$ cat config.mk
export PLATFORM = sky130hd
export DESIGN_NAME = csvt_sqrt
export DESIGN_NICKNAME = d
export VERILOG_FILES = /design/src/design/csvt_pkg.sv /design/src/design/csvt_sqrt.sv
export SDC_FILE = /design/constraint.sdc
export NUM_CORES = 2
export LEC_CHECK = 0
export BUFFER_PORTS_ARGS = -buffer_cell sky130_fd_sc_hd__buf_2
export CAP_MARGIN = 40
export CORE_MARGIN = 2
export CORE_UTILIZATION = 30
export CTS_BUF_LIST = sky130_fd_sc_hd__clkbuf_4 sky130_fd_sc_hd__clkbuf_8 sky130_fd_sc_hd__clkbuf_16
export CTS_CLUSTER_SIZE = 10
export DETAILED_ROUTE_END_ITERATION = 6
export PLACE_DENSITY = 0.45
export SLEW_MARGIN = 20
export SYNTH_ARGS = -nofsm -noshare
export SYNTH_HDL_FRONTEND = slang
export SYNTH_SLANG_ARGS = --single-unit
$ cat constraint.sdc
create_clock -name clock -period 5.44 [get_ports clock]
set_input_delay 1.088 -clock clock [delete_from_list [all_inputs] [get_ports clock]]
set_output_delay 1.088 -clock clock [all_outputs]
set_load 0.01 [all_outputs]
$ cat src/design/csvt_pkg.sv
// Shared constants, types and tables for the camera sector visibility test.
// No dependencies.
package csvt_pkg;

   localparam int ID_W       = 16;
   localparam int POS_W      = 24;
   localparam int DIFF_W     = POS_W + 1;
   localparam int SQ_W       = 2 * DIFF_W;
   localparam int DIST_W     = 25;
   localparam int ANGLE_W    = 16;
   localparam int WEIGHT_W   = 16;
   localparam int CSR_IDX_W  = 3;
   localparam int CSR_DATA_W = 25;

   localparam int SQRT_STAGES = SQ_W / 2;
   localparam int DIV_STAGES  = WEIGHT_W;

   localparam int CORDIC_STAGES_DEF = 16;
   localparam int CORDIC_MAX        = 24;
   localparam int CORDIC_W          = 36;
   localparam int ZACC_W            = 32;

   localparam logic [ANGLE_W-1:0] HALF_VIEW_RST = 16'd8192;
   localparam logic [DIST_W-1:0]  RANGE_RST     = 25'd51200;

   typedef enum logic [CSR_IDX_W-1:0] {
      CSR_CAMERA_ID   = 3'd0,
      CSR_CAMERA_X    = 3'd1,
      CSR_CAMERA_Y    = 3'd2,
      CSR_HEADING     = 3'd3,
      CSR_HALF_VIEW   = 3'd4,
      CSR_VIEW_RANGE  = 3'd5
   } csr_index_type;

   // atan(2^-i), 2^32 per turn
   localparam logic [ZACC_W-1:0] ATAN_TAB [CORDIC_MAX] = '{
      32'd536870912, 32'd316933406, 32'd167458907, 32'd85004756,
      32'd42667331,  32'd21354465,  32'd10679838,  32'd5340245,
      32'd2670163,   32'd1335087,   32'd667544,    32'd333772,
      32'd166886,    32'd83443,     32'd41722,     32'd20861,
      32'd10430,     32'd5215,      32'd2608,      32'd1304,
      32'd652,       32'd326,       32'd163,       32'd81
   };

endpackage

$ cat src/design/csvt_sqrt.sv
// Pipelined integer square root, one result bit per stage.
// Depends on csvt_pkg.
module csvt_sqrt (
   input  logic                          clock,
   input  logic                          en,
   input  logic [csvt_pkg::SQ_W-1:0]     sq_i,
   output logic [csvt_pkg::DIST_W-1:0]   root_o
);

   localparam int N     = csvt_pkg::SQRT_STAGES;
   localparam int SQ_W  = csvt_pkg::SQ_W;
   localparam int RT_W  = csvt_pkg::DIST_W;
   localparam int REM_W = RT_W + 4;

   logic [SQ_W-1:0]  rad_ff  [N];
   logic [REM_W-1:0] rem_ff  [N];
   logic [RT_W-1:0]  root_ff [N];

   for (genvar k = 0; k < N; k++) begin : g_stage
      logic [SQ_W-1:0]  rad;
      logic [REM_W-1:0] rem;
      logic [RT_W-1:0]  root;
      logic [REM_W-1:0] rem_sh;
      logic [REM_W-1:0] trial;

      if (k == 0) begin : g_first
         assign rad  = sq_i;
         assign rem  = '0;
         assign root = '0;
      end else begin : g_next
         assign rad  = rad_ff[k-1];
         assign rem  = rem_ff[k-1];
         assign root = root_ff[k-1];
      end

      // remainder stays below 2*root+1, so its top two bits are free
      assign rem_sh = {rem[REM_W-3:0], rad[SQ_W-1 -: 2]};
      assign trial  = {2'b00, root, 2'b01};

      always_ff @(posedge clock) begin
         if (en) begin
            rad_ff[k] <= {rad[SQ_W-3:0], 2'b00};
            if (rem_sh >= trial) begin
               rem_ff[k]  <= rem_sh - trial;
               root_ff[k] <= {root[RT_W-2:0], 1'b1};
            end else begin
               rem_ff[k]  <= rem_sh;
               root_ff[k] <= {root[RT_W-2:0], 1'b0};
            end
         end
      end
   end

   assign root_o = root_ff[N-1];

endmodule

==> impl_metrics.json <==
{
  "rsz0062_at_grt": "false",
  "finalSetupViolCount": 0,
  "mostFrequentLayoutCells": "1536 x edfxtp_1, 439 x nand2_1, 429 x inv_1, 353 x ha_1, 316 x nor2_1",
  "synth-xor-area-share": 0.0604,
  "clock_latency_ns": 0.84,
  "via_per_inst": 4.64,
  "dp_worst_setup_slack_ns": 1.35,
  "yosysTopAreaCell": "edfxtp_1",
  "design_area_um2": 81900,
  "grt_usage": 0.126,
  "avgSynthCellArea_um2": 12.9,
  "arrival_ns": 4.45,
  "ctsHoldBuffers": 0,
  "finalHoldViolCount": 0,
  "p_int_mw": 24.5,
  "leakage_nw": 30.6,
  "synth_fp_nets": 5955,
  "synth-edff-count": 1536,
  "yosys-top-cells-area": "edfxtp_1 64%, ha_1 6.2%, xor2_1 3.1%, xnor2_1 2.9%, nand2_1 2.3%",
  "synthCells": 5550,
  "drt_pass1_iterations": 6,
  "synth_top_family_by_area": "simple AND/OR/NAND/NOR gates",
  "grt_pass1_vias": 42000,
  "clockPowerShare": 0.345,
  "clock_sinks": 1537,
  "tightest_slew_ns": 1.15,
  "die_width_um": 492,
  "crit_chain": "ha_1, a211oi_1, o21ai_1, a221oi_2, a22oi_1, a41o_1, a2111o_1, nor2_4, buf_4, o31ai_1",
  "slowest_stage": "a221oi_2",
  "start_kind": "register",
  "fin_nets": 6162,
  "period_minus_slack_ns": 3.87,
  "synthDistinctLibCells": 90,
  "gp_congestion": 0.841,
  "wl_um": 154000,
  "clkTransAtPathRegs_ns": 0.05,
  "critPathKind": "register to register",
  "clock-skew-final_ns": 0.0504,
  "grt_max_degree": 182,
  "status": "complete, no violations",
  "io_buffers": 76,
  "multi_input_area_um2": 23400,
  "synthAdderAreaFrac": 0.0617,
  "synth_top_area_share": 0.644,
  "dp_hpwl_um": 111000,
  "crit_family": "compound AO/OA/AOI/OAI gates",
  "cap_violations": 0,
  "die_area_um2": 243000,
  "swShare": 0.279,
  "vias": 41900,
  "cpPeakStageDelay_ns": 0.50,
  "fillCellCount": 23200,
  "placed_cell_area_um2": 76000,
  "power.switching_mw": 9.46,
  "synthSimpleGateAreaFrac": 0.105,
  "hold_class": "register to register",
  "post-route-drc-count": 0,
  "rows": 179,
  "hold_slack_ns": 0.401,
  "clockRootBuffer": "clkbuf_16",
  "die_y_um": 492,
  "seqPwrFrac": 0.470,
  "ios": 77,
  "yosysWarningCount": 0,
  "synthToLayoutAreaGrowth_pct": 14.4,
  "finalCritPeriodShare": 0.711,
  "cp_max_fo": 20,
  "layout_commonest_cell": "edfxtp_1",
  "antenna_found_initial": 1,
  "drtAntennaViolNets": 0,
  "end_kind": "register",
  "muxShareOfSynthArea": 0.00851,
  "fin_ws_ns": 1.57,
  "synth-seq-cells": 1537,
  "syn_area_um2": 71600,
  "final_max_slew_viol_count": 0,
  "tritoncts": "built",
  "synth_compound_area_frac": 0.0898,
  "required_ns": 6.02,
  "critPathBufInv": 1,
  "setup_tns_ns": 0,
  "cts_buffers": 187,
  "yosysSeqAreaShare": 0.645,
  "core_um2": 238000,
  "combPwrFrac": 0.185,
  "synth_ff_type": "edfxtp_1",
  "register_area_um2": 46100,
  "synth_async_sr_flop_share": 0,
  "grt_pass1_wl_um": 242000,
  "relSlewSlack": 0.230,
  "drive_above_1_share": 0.0793,
  "h-tree-depth": 4,
  "postCtsSetupRepairBufs": 0,
  "grt-ovfl-total": 0,
  "drt_iter0_drc": 2712,
  "ir_drop_v": 0.000236,
  "cts_resized": 0,
  "drt-wirelength-per-cell_um": 17.1,
  "fmax_ghz": 0.259,
  "utilization": 0.345,
  "powerDensity_nw_per_um2": 415,
  "initial_core_util": 0.301,
  "clockBufferDepth": 3
}
[logic make-up after synthesis]
kind of cell    after synthesis
compound gates             1040
xor+xnor                    494
fa+ha+maj                   353
buf+inv                     558
flops                      1537
mux                          55
simple gates               1513
[registers in the layout (all words and copies together), names as in the netlist]
signal   flops
root_ff    325
rem_ff     612
rad_ff     600
[layer usage]
layer	vias up	global-route usage	wire length, um
met5	-	0	0
met4	0	0.0357	3680
met3	242	0.0216	5680
met2	688	0.220	76900
met1	20100	0.160	68300
li1	20800	-	-
[synth_stat cells (85+ instances only)]
master,instances
a21o_1,118
ha_1,353
xnor2_1,239
xor2_1,255
o21ai_1,221
nor3_1,145
nand2b_1,85
edfxtp_1,1536
inv_1,429
clkbuf_1,113
nor2_1,318
a21oi_1,280
nand3_1,85
o21ai_0,124
nand2_1,439
[final cells by class]
cell class              count  share of cell area
flip-flops and latches   1537               0.563
multi-input cells        3455               0.285
clock buffers             232              0.0618
well taps                3167              0.0484
inverters                 434              0.0199
repair buffers            142              0.0127
clock inverters            61             0.00830
diodes                      1           0.0000306
[metrics by stage]
step                cells  total power, mW
finish               9029             34.0
global route         9028             35.9
CTS                  9021             34.5
detailed placement   8728             22.5
global placement     8722             22.5
floorplan            5550             20.5
[power groups by stage]
stage          registers, mW  clock network [mW]  logic, mW
2_1_floorplan           15.7                   0       4.75
3_3_place_gp            16.2                   0       6.27
3_5_place_dp            16.2                   0       6.29
4_1_cts                 16.0                12.2       6.33
5_1_grt                 16.1                12.6       7.10
6_report                15.9                11.7       6.28
[final timing paths]
path	depth (start not counted)	slack, ns	start	endpoint
setup / recovery	10	1.57	rem_ff[2][149]$_DFFE_PP_	rem_ff[2][179]$_DFFE_PP_
setup reg to reg	10	1.57	rem_ff[2][149]$_DFFE_PP_	rem_ff[2][179]$_DFFE_PP_
hold reg to reg	0	0.40	rad_ff[0][231]$_DFFE_PP_	rad_ff[0][281]$_DFFE_PP_
hold / removal	0	0.40	rad_ff[0][231]$_DFFE_PP_	rad_ff[0][281]$_DFFE_PP_
[worst register-to-register path: cells and delay by family, from the launching register on]
| family | cells | cell delay (ns) |
|---|---|---|
| adders and majority gates | 1 | 0.39 |
| and+or+nand+nor | 1 | 0.40 |
| AOI/OAI and AO/OA | 7 | 2.10 |
| buffers and inverters | 1 | 0.33 |
| DFF | 1 | 0.39 |
No activity file was read; power rests on OpenSTA's default activity.
