`src/design/csvt_pkg.sv`:
```
// Shared constants, types and tables for the camera sector visibility test.
// No dependencies.
package csvt_pkg;

   localparam int ID_W       = 16;
   localparam int POS_W      = 24;
   localparam int DIFF_W     = POS_W + 1;
   localparam int SQ_W       = 2 * DIFF_W;
   localparam int DIST_W     = 25;
   localparam int ANGLE_W    = 16;
   localparam int WEIGHT_W   = 16;
   localparam int CSR_IDX_W  = 3;
   localparam int CSR_DATA_W = 25;

   localparam int SQRT_STAGES = SQ_W / 2;
   localparam int DIV_STAGES  = WEIGHT_W;

   localparam int CORDIC_STAGES_DEF = 16;
   localparam int CORDIC_MAX        = 24;
   localparam int CORDIC_W          = 36;
   localparam int ZACC_W            = 32;

   localparam logic [ANGLE_W-1:0] HALF_VIEW_RST = 16'd8192;
   localparam logic [DIST_W-1:0]  RANGE_RST     = 25'd51200;

   typedef enum logic [CSR_IDX_W-1:0] {
      CSR_CAMERA_ID   = 3'd0,
      CSR_CAMERA_X    = 3'd1,
      CSR_CAMERA_Y    = 3'd2,
      CSR_HEADING     = 3'd3,
      CSR_HALF_VIEW   = 3'd4,
      CSR_VIEW_RANGE  = 3'd5
   } csr_index_type;

   // atan(2^-i), 2^32 per turn
   localparam logic [ZACC_W-1:0] ATAN_TAB [CORDIC_MAX] = '{
      32'd536870912, 32'd316933406, 32'd167458907, 32'd85004756,
      32'd42667331,  32'd21354465,  32'd10679838,  32'd5340245,
      32'd2670163,   32'd1335087,   32'd667544,    32'd333772,
      32'd166886,    32'd83443,     32'd41722,     32'd20861,
      32'd10430,     32'd5215,      32'd2608,      32'd1304,
      32'd652,       32'd326,       32'd163,       32'd81
   };

endpackage

```
`src/design/csvt_div.sv`:
```
// Pipelined restoring divider for the weight fraction num/den, num < den.
// Depends on csvt_pkg. One quotient bit per stage.
module csvt_div (
   input  logic                            clock,
   input  logic                            en,
   input  logic [csvt_pkg::DIST_W-1:0]     num_i,
   input  logic [csvt_pkg::DIST_W-1:0]     den_i,
   output logic [csvt_pkg::WEIGHT_W-1:0]   q_o
);

   localparam int N  = csvt_pkg::DIV_STAGES;
   localparam int DW = csvt_pkg::DIST_W;
   localparam int QW = csvt_pkg::WEIGHT_W;

   logic [DW-1:0] r_ff [N];
   logic [QW-1:0] q_ff [N];

   for (genvar k = 0; k < N; k++) begin : g_stage
      logic [DW-1:0] r;
      logic [QW-1:0] q;
      logic [DW:0]   r2;

      if (k == 0) begin : g_first
         assign r = num_i;
         assign q = '0;
      end else begin : g_next
         assign r = r_ff[k-1];
         assign q = q_ff[k-1];
      end

      assign r2 = {r, 1'b0};

      always_ff @(posedge clock) begin
         if (en) begin
            if (r2 >= {1'b0, den_i}) begin
               r_ff[k] <= DW'(r2 - {1'b0, den_i});
               q_ff[k] <= {q[QW-2:0], 1'b1};
            end else begin
               r_ff[k] <= r2[DW-1:0];
               q_ff[k] <= {q[QW-2:0], 1'b0};
            end
         end
      end
   end

   assign q_o = q_ff[N-1];

endmodule

```
`config.mk`:
```
export PLATFORM = sky130hd
export DESIGN_NAME = csvt_div
export DESIGN_NICKNAME = d
export VERILOG_FILES = /design/src/design/csvt_pkg.sv /design/src/design/csvt_div.sv
export SDC_FILE = /design/constraint.sdc
export NUM_CORES = 1
export LEC_CHECK = 0
export BUFFER_PORTS_ARGS = -buffer_cell sky130_fd_sc_hd__buf_2
export CAP_MARGIN = 20
export CORE_ASPECT_RATIO = 0.6
export CORE_MARGIN = 2
export CORE_UTILIZATION = 30
export DETAILED_ROUTE_END_ITERATION = 8
export GPL_ROUTABILITY_DRIVEN = 0
export SYNTH_ARGS = -nofsm -noshare
export SYNTH_HDL_FRONTEND = slang
export SYNTH_SLANG_ARGS = --single-unit
```
`constraint.sdc`:
```
create_clock -name clock -period 3.7 [get_ports clock]
set_input_delay 0.37 -clock clock [delete_from_list [all_inputs] [get_ports clock]]
set_output_delay 0.37 -clock clock [all_outputs]
set_load 0.03 [all_outputs]
```
==> results of run 1 <==
==> layout make-up <==
cell class                      count  area [µm²]
Antenna cell                        6        15.0
Clock buffer                       62        1420
Clock inverter                     40         368
Fill cell                       12700       81600
Inverter                          112         420
Multi-Input combinational cell   3034       22200
Sequential cell                   511       15300
Tap cell                         1699        2130
Timing Repair Buffer              396        3330
==> per-layer routing <==
metal	vias to the layer above	routed length [µm]	global-route usage, %
met5	-	0	0
met3	115	12300	4.99
met4	0	1680	3.14
met2	1228	41700	21.7
li1	15100	-	-
met1	15000	60100	28.0
==> power groups by stage <==
stage	clock (mW)	combinational, mW	sequential [mW]
3_5_place_dp	0	21.2	11.1
3_3_place_gp	0	20.8	11.1
2_1_floorplan	0	15.2	10.3
5_1_grt	6.11	23.8	11.2
4_1_cts	5.87	21.3	11.0
6_report	5.71	21.7	11.0
==> repair_timing <==
| action | 4_1_cts | 5_1_grt |
|---|---|---|
| gates resized for setup | 0 | 3 |
| endpoints found under the setup margin | 0 | 23 |
| hold buffers | 0 | 0 |
==> flip-flops by register name, indices dropped and copies added (netlist names) <==
signal  count
r_ff      375
q_ff      136
==> worst paths after layout <==
path	from	to	slack (ns)	cells past startpoint
max	r_ff[0][175]$_SDFFCE_PP0P_	r_ff[1][17]$_DFFE_PP_	0.17	11
min reg2reg	q_ff[0][99]$_DFFE_PP_	q_ff[0][116]$_DFFE_PP_	0.40	0
min	num_i[11]	r_ff[0][12]$_DFFE_PP_	0.05	2
max reg2reg	r_ff[0][175]$_SDFFCE_PP0P_	r_ff[1][17]$_DFFE_PP_	0.17	11
==> through the flow <==
stage          power [mW]  hold slack [ns]
6_report             38.5           0.0503
3_5_place_dp         32.3            0.405
5_1_grt              41.1           0.0330
4_1_cts              38.2           0.0146
3_3_place_gp         32.0            0.401
2_1_floorplan        25.5            0.400
==> cell usage after synthesis (all sizes together), types with 12 or more instances <==
library cell and n:
o31ai 25, nand3 73, or3 16, a31oi 42, fa 15, nand4 67
nor3 46, nor2b 53, nor2 285, clkbuf 101, xor2 123, nand2 249
o21a 60, mux2 151, xnor2 186, ha 399, mux2i 25, a211oi 37
and3 23, and2 28, o21bai 35, a2111o 12, buf 30, o211ai 20
nor4 17, o31a 19, a21o 157, a21oi 363, nand2b 55, o21ai 278
edfxtp 509, inv 112
==> kinds of logic after synthesis <==
logic type      Yosys count
buf+inv                 243
flops                   511
simple gates            958
compound gates         1177
fa+ha+maj               414
mux                     176
xor+xnor                309
==> metrics.yaml, run 1 <==
clock_network:
  clk_pin_slew_ns: 0.07
  htreeDepth: 2
  ctsLongestPathBuffers: 3
  cts_buffers: 55
  cts-root-buf: "clkbuf_16"
  clock_latency_ns: 0.67
  cts_num_sinks: 511
  postCtsSetupBuffers: 0
  tritoncts: "built"
finish:
  final_nets: 4576
  final_cell_mix: "edfxtp_1, ha_1, a21oi_1, buf_4, nor2_1"
  drive_above_1_share_pct: 16.4
  area_delta_synth_final_pct: 17.6
  layout_commonest_cell: "edfxtp_1"
  final_util_pct: 35.6
  final_area_um2: 45200
  stdcell_count: 5860
pwr:
  peakVddDrop_v: 0.000395
  internal_power_mw: 22.9
  switchingPower_mw: 15.5
  pwr-share-comb_pct: 56.5
  leakage_nw: 18.2
  clockPowerShare_pct: 14.9
  power_density_nw_per_um2: 850
  p_seq_share_pct: 28.7
  p_sw_share_pct: 40.4
place:
  place_inst: 5752
  port_buffers: 67
  placed_cell_area_um2: 43400
  pre_cts_ws_ns: -0.0607
  place_hpwl_mm: 87.6
global_route:
  grt_pass1_vias: 28600
  grt_usage_pct: 17.2
  grt_max_degree: 181
  grt_pass1_wl_mm: 175
  grt_overflow: 0
  antenna_found_initial: 13
synth:
  syn_inst: 3788
  ys_seq_elements: 511
  syn_area_um2: 38500
  synth_cell_type_count: 90
  synth_top_family_by_area: "compound AO/OA/AOI/OAI gates"
  synth_edf_count: 509
  muxShareOfSynthArea_pct: 5.24
  synth_area_per_cell_um2: 10.2
  synth_area_leaders: "edfxtp_1, ha_1, a21oi_1"
  synth_compound_gate_area_share_pct: 19.6
  synth.top_cell.area_share_pct: 39.8
  synth_xor_area_share_pct: 7.04
  synth-adder-area-share_pct: 13.8
  synth_ff_type: "edfxtp_1"
  async_reset_ff_share_pct: 0
  synth_nets: 4254
  ys_seq_area_share_pct: 39.9
  yosys.area.top_type: "edfxtp_1"
  synthSimpleGateAreaFrac_pct: 12.0
  yosys_warnings: 0
detailed_routing:
  dr.first_iter.drc_count: 3633
  first_pass_iters: 5
  drcViolationCount: 0
  via_per_inst: 5.36
  num_vias: 31400
  ant_nets: 0
  routed_wl_mm: 116
  wire_per_inst_um: 19.7
sta:
  fin_tns_setup_ns: 0
  clock_skew_ns: 0.0298
  final.min_clock_period_ns: 3.53
  setup_slack_ns: 0.169
  timing.fmax_mhz: 283
  rsz0062_at_grt: "false"
  hold_violations: 0
  slew_headroom_pct: 26.6
  finalSetupViolations: 0
  slew_viol_final: 0
  fin_crit_sh_pct: 95.4
  worst_pin_slew_ns: 1.10
setup_path:
  critPathCaptureType: "flop"
  slowest_stage: "edfxtp_1"
  critPathTopFamily: "compound AO/OA/AOI/OAI gates"
  critical-path-max-stage-delay_ns: 0.52
  start_kind: "flop"
  worstPathRequired_ns: 4.17
  arrival_ns: 4.00
  critPathKind: "flop to flop"
  path_buf_inv: 1
  path_common_cell: "a21oi_1"
  crit_fanout: 4
  cp_cell_sequence: "ha_1 > nor2b_1 > o31a_1 > o311a_1 > o41ai_1 > buf_4 > a21oi_1 > o21a_1 > o21ai_0 > or3b_1 > a21oi_1"
floorplan:
  fp-row-count: 101
  pin_count: 68
  die_area_um2: 131000
  die_y_um: 281
  chipWidth_um: 466
  start_util_pct: 30.3
  coreArea_um2: 127000
flow_run:
  max-cap-violations: 0
status:
  status: "finished, final reports clean"
hold_path:
  hp-class: "primary input to flop"
Note: power is estimated with default switching activity, not from simulation.
==> run 2, diff against run 1 <==
CORE_UTILIZATION = 57   (was 30)
PLACE_DENSITY = 0.73   (was unset)
==> metrics.yaml, run 2 (synthesis gave the netlist of run 1 again) <==
pwr:
  power_density_nw_per_um2: 867
  power_mw: 37.2
  peakVddDrop_v: 0.000744
  leakage_nw: 17.4
floorplan:
  die_y_um: 205
  fp-row-count: 73
  pin_count: 68
  chipWidth_um: 339
  die_area_um2: 69600
  start_util_pct: 57.8
  coreArea_um2: 66500
sta:
  finalSetupViolations: 0
  slew_viol_final: 0
  hold_violations: 0
  fin_tns_setup_ns: 0
  worst_pin_slew_ns: 1.17
  clock_skew_ns: 0.0448
  setup_slack_ns: 0.157
  fin_crit_sh_pct: 95.8
  final.min_clock_period_ns: 3.54
  hold_slack_ns: 0.0500
  slew_headroom_pct: 21.7
  timing.fmax_mhz: 282
  rsz0062_at_grt: "false"
clock_network:
  tritoncts: "built"
  post_cts_resized: 0
  cts-root-buf: "clkbuf_16"
  ctsLongestPathBuffers: 3
  cts_num_sinks: 511
  clk_pin_slew_ns: 0.07
  clock_latency_ns: 0.65
  cts_buffers: 52
  postCtsSetupBuffers: 0
  hold_buffers: 0
  htreeDepth: 2
finish:
  multi_input_area_um2: 22200
  layout_commonest_cell: "edfxtp_1"
  largest_reg_flops: 375
  nFillCells: 5369
  drive_above_1_share_pct: 13.0
  final_util_pct: 64.5
  regArea_um2: 15300
  final_area_um2: 42900
  largest_register: "r_ff"
  top_regs: "r_ff x375, q_ff x136"
  final_nets: 4416
  final_cell_mix: "edfxtp_1, ha_1, a21oi_1, nor2_1, o21ai_0"
  stdcell_count: 4899
  area_delta_synth_final_pct: 11.5
detailed_routing:
  top_layer: "met5"
  dr.first_iter.drc_count: 4318
  wl_met2_mm: 41.1
  drcViolationCount: 0
  ant_nets: 0
  wl_met3_mm: 15.1
  num_vias: 31400
  via_per_inst: 6.40
  first_pass_iters: 6
  m1WireLength_mm: 51.0
  routed_wl_mm: 110
  wire_per_inst_um: 22.4
status:
  status: "finished, final reports clean"
global_route:
  antenna_found_initial: 7
  grt_max_degree: 191
  grt_usage_pct: 31.1
  grt_pass1_wl_mm: 167
  grt_pass1_vias: 27700
  grt_overflow: 0
setup_path:
  start_kind: "flop"
  reg2reg_depth: 10
  crit_fanout: 9
  arrival_ns: 3.90
  critical-path-max-stage-delay_ns: 0.44
  startpoint: "r_ff[1][126]$_DFFE_PP_"
  cp_cell_sequence: "ha_1 > nor2b_1 > o31a_1 > o31ai_1 > nand4_1 > a31oi_1 > o41ai_1 > nor2_2 > buf_4 > mux2_2"
  path_depth: 10
  critPathTopFamily: "compound AO/OA/AOI/OAI gates"
  slowest_stage: "o31ai_1"
  regToRegStartpoint: "r_ff[1][126]$_DFFE_PP_"
  critPathCaptureType: "flop"
  path_buf_inv: 1
  worstPathRequired_ns: 4.06
  critPathKind: "flop to flop"
  crit_end: "r_ff[1][154]$_DFFE_PP_"
  r2r-end: "r_ff[1][154]$_DFFE_PP_"
  rrSetupSlack_ns: 0.16
place:
  placed_cell_area_um2: 41100
  port_buffers: 67
  pre_cts_ws_ns: -0.198
  place_inst: 4796
  place_hpwl_mm: 79.1
hold_path:
  hp-class: "primary input to flop"
flow_run:
  max-cap-violations: 0
[run 2: where the power goes]
| part | internal [mW] | switching (mW) | leakage [nW] | total (mW) |
|---|---|---|---|---|
| logic | 9.24 | 11.1 | 11.6 | 20.3 |
| registers | 9.61 | 1.79 | 4.98 | 11.4 |
| clock network | 3.06 | 2.42 | 0.830 | 5.49 |
[run 2: routing by layer]
metal | up-vias | track usage [%]
met5 | - | 0
met3 | 167 | 8.93
met1 | 14700 | 49.7
li1 | 14700 | -
met4 | 4 | 7.25
met2 | 1787 | 40.3
[run 2: worst min path at each step]
stage / start / endpoint / slack [ns] / cells past startpoint
floorplan: q_ff[0][83]$_DFFE_PP_ / q_ff[0][100]$_DFFE_PP_ / 0.40 / 0
global placement: q_ff[1][3]$_DFFE_PP_ / q_ff[1][20]$_DFFE_PP_ / 0.40 / 0
detailed placement: q_ff[0][84]$_DFFE_PP_ / q_ff[0][101]$_DFFE_PP_ / 0.40 / 0
CTS: num_i[18] / r_ff[0][19]$_DFFE_PP_ / 0.03 / 2
global route: num_i[18] / r_ff[0][19]$_DFFE_PP_ / 0.06 / 2
finish: num_i[18] / r_ff[0][19]$_DFFE_PP_ / 0.05 / 2
[run 2: area by class of cell]
type | instances | share of cell area (%)
multi-input combinational | 3034 | 51.8
sequential | 511 | 35.7
timing repair buffer | 239 | 4.81
clock buffer | 58 | 3.14
tap | 900 | 2.63
inverter | 112 | 0.980
clock inverter | 37 | 0.893
antenna | 8 | 0.0467
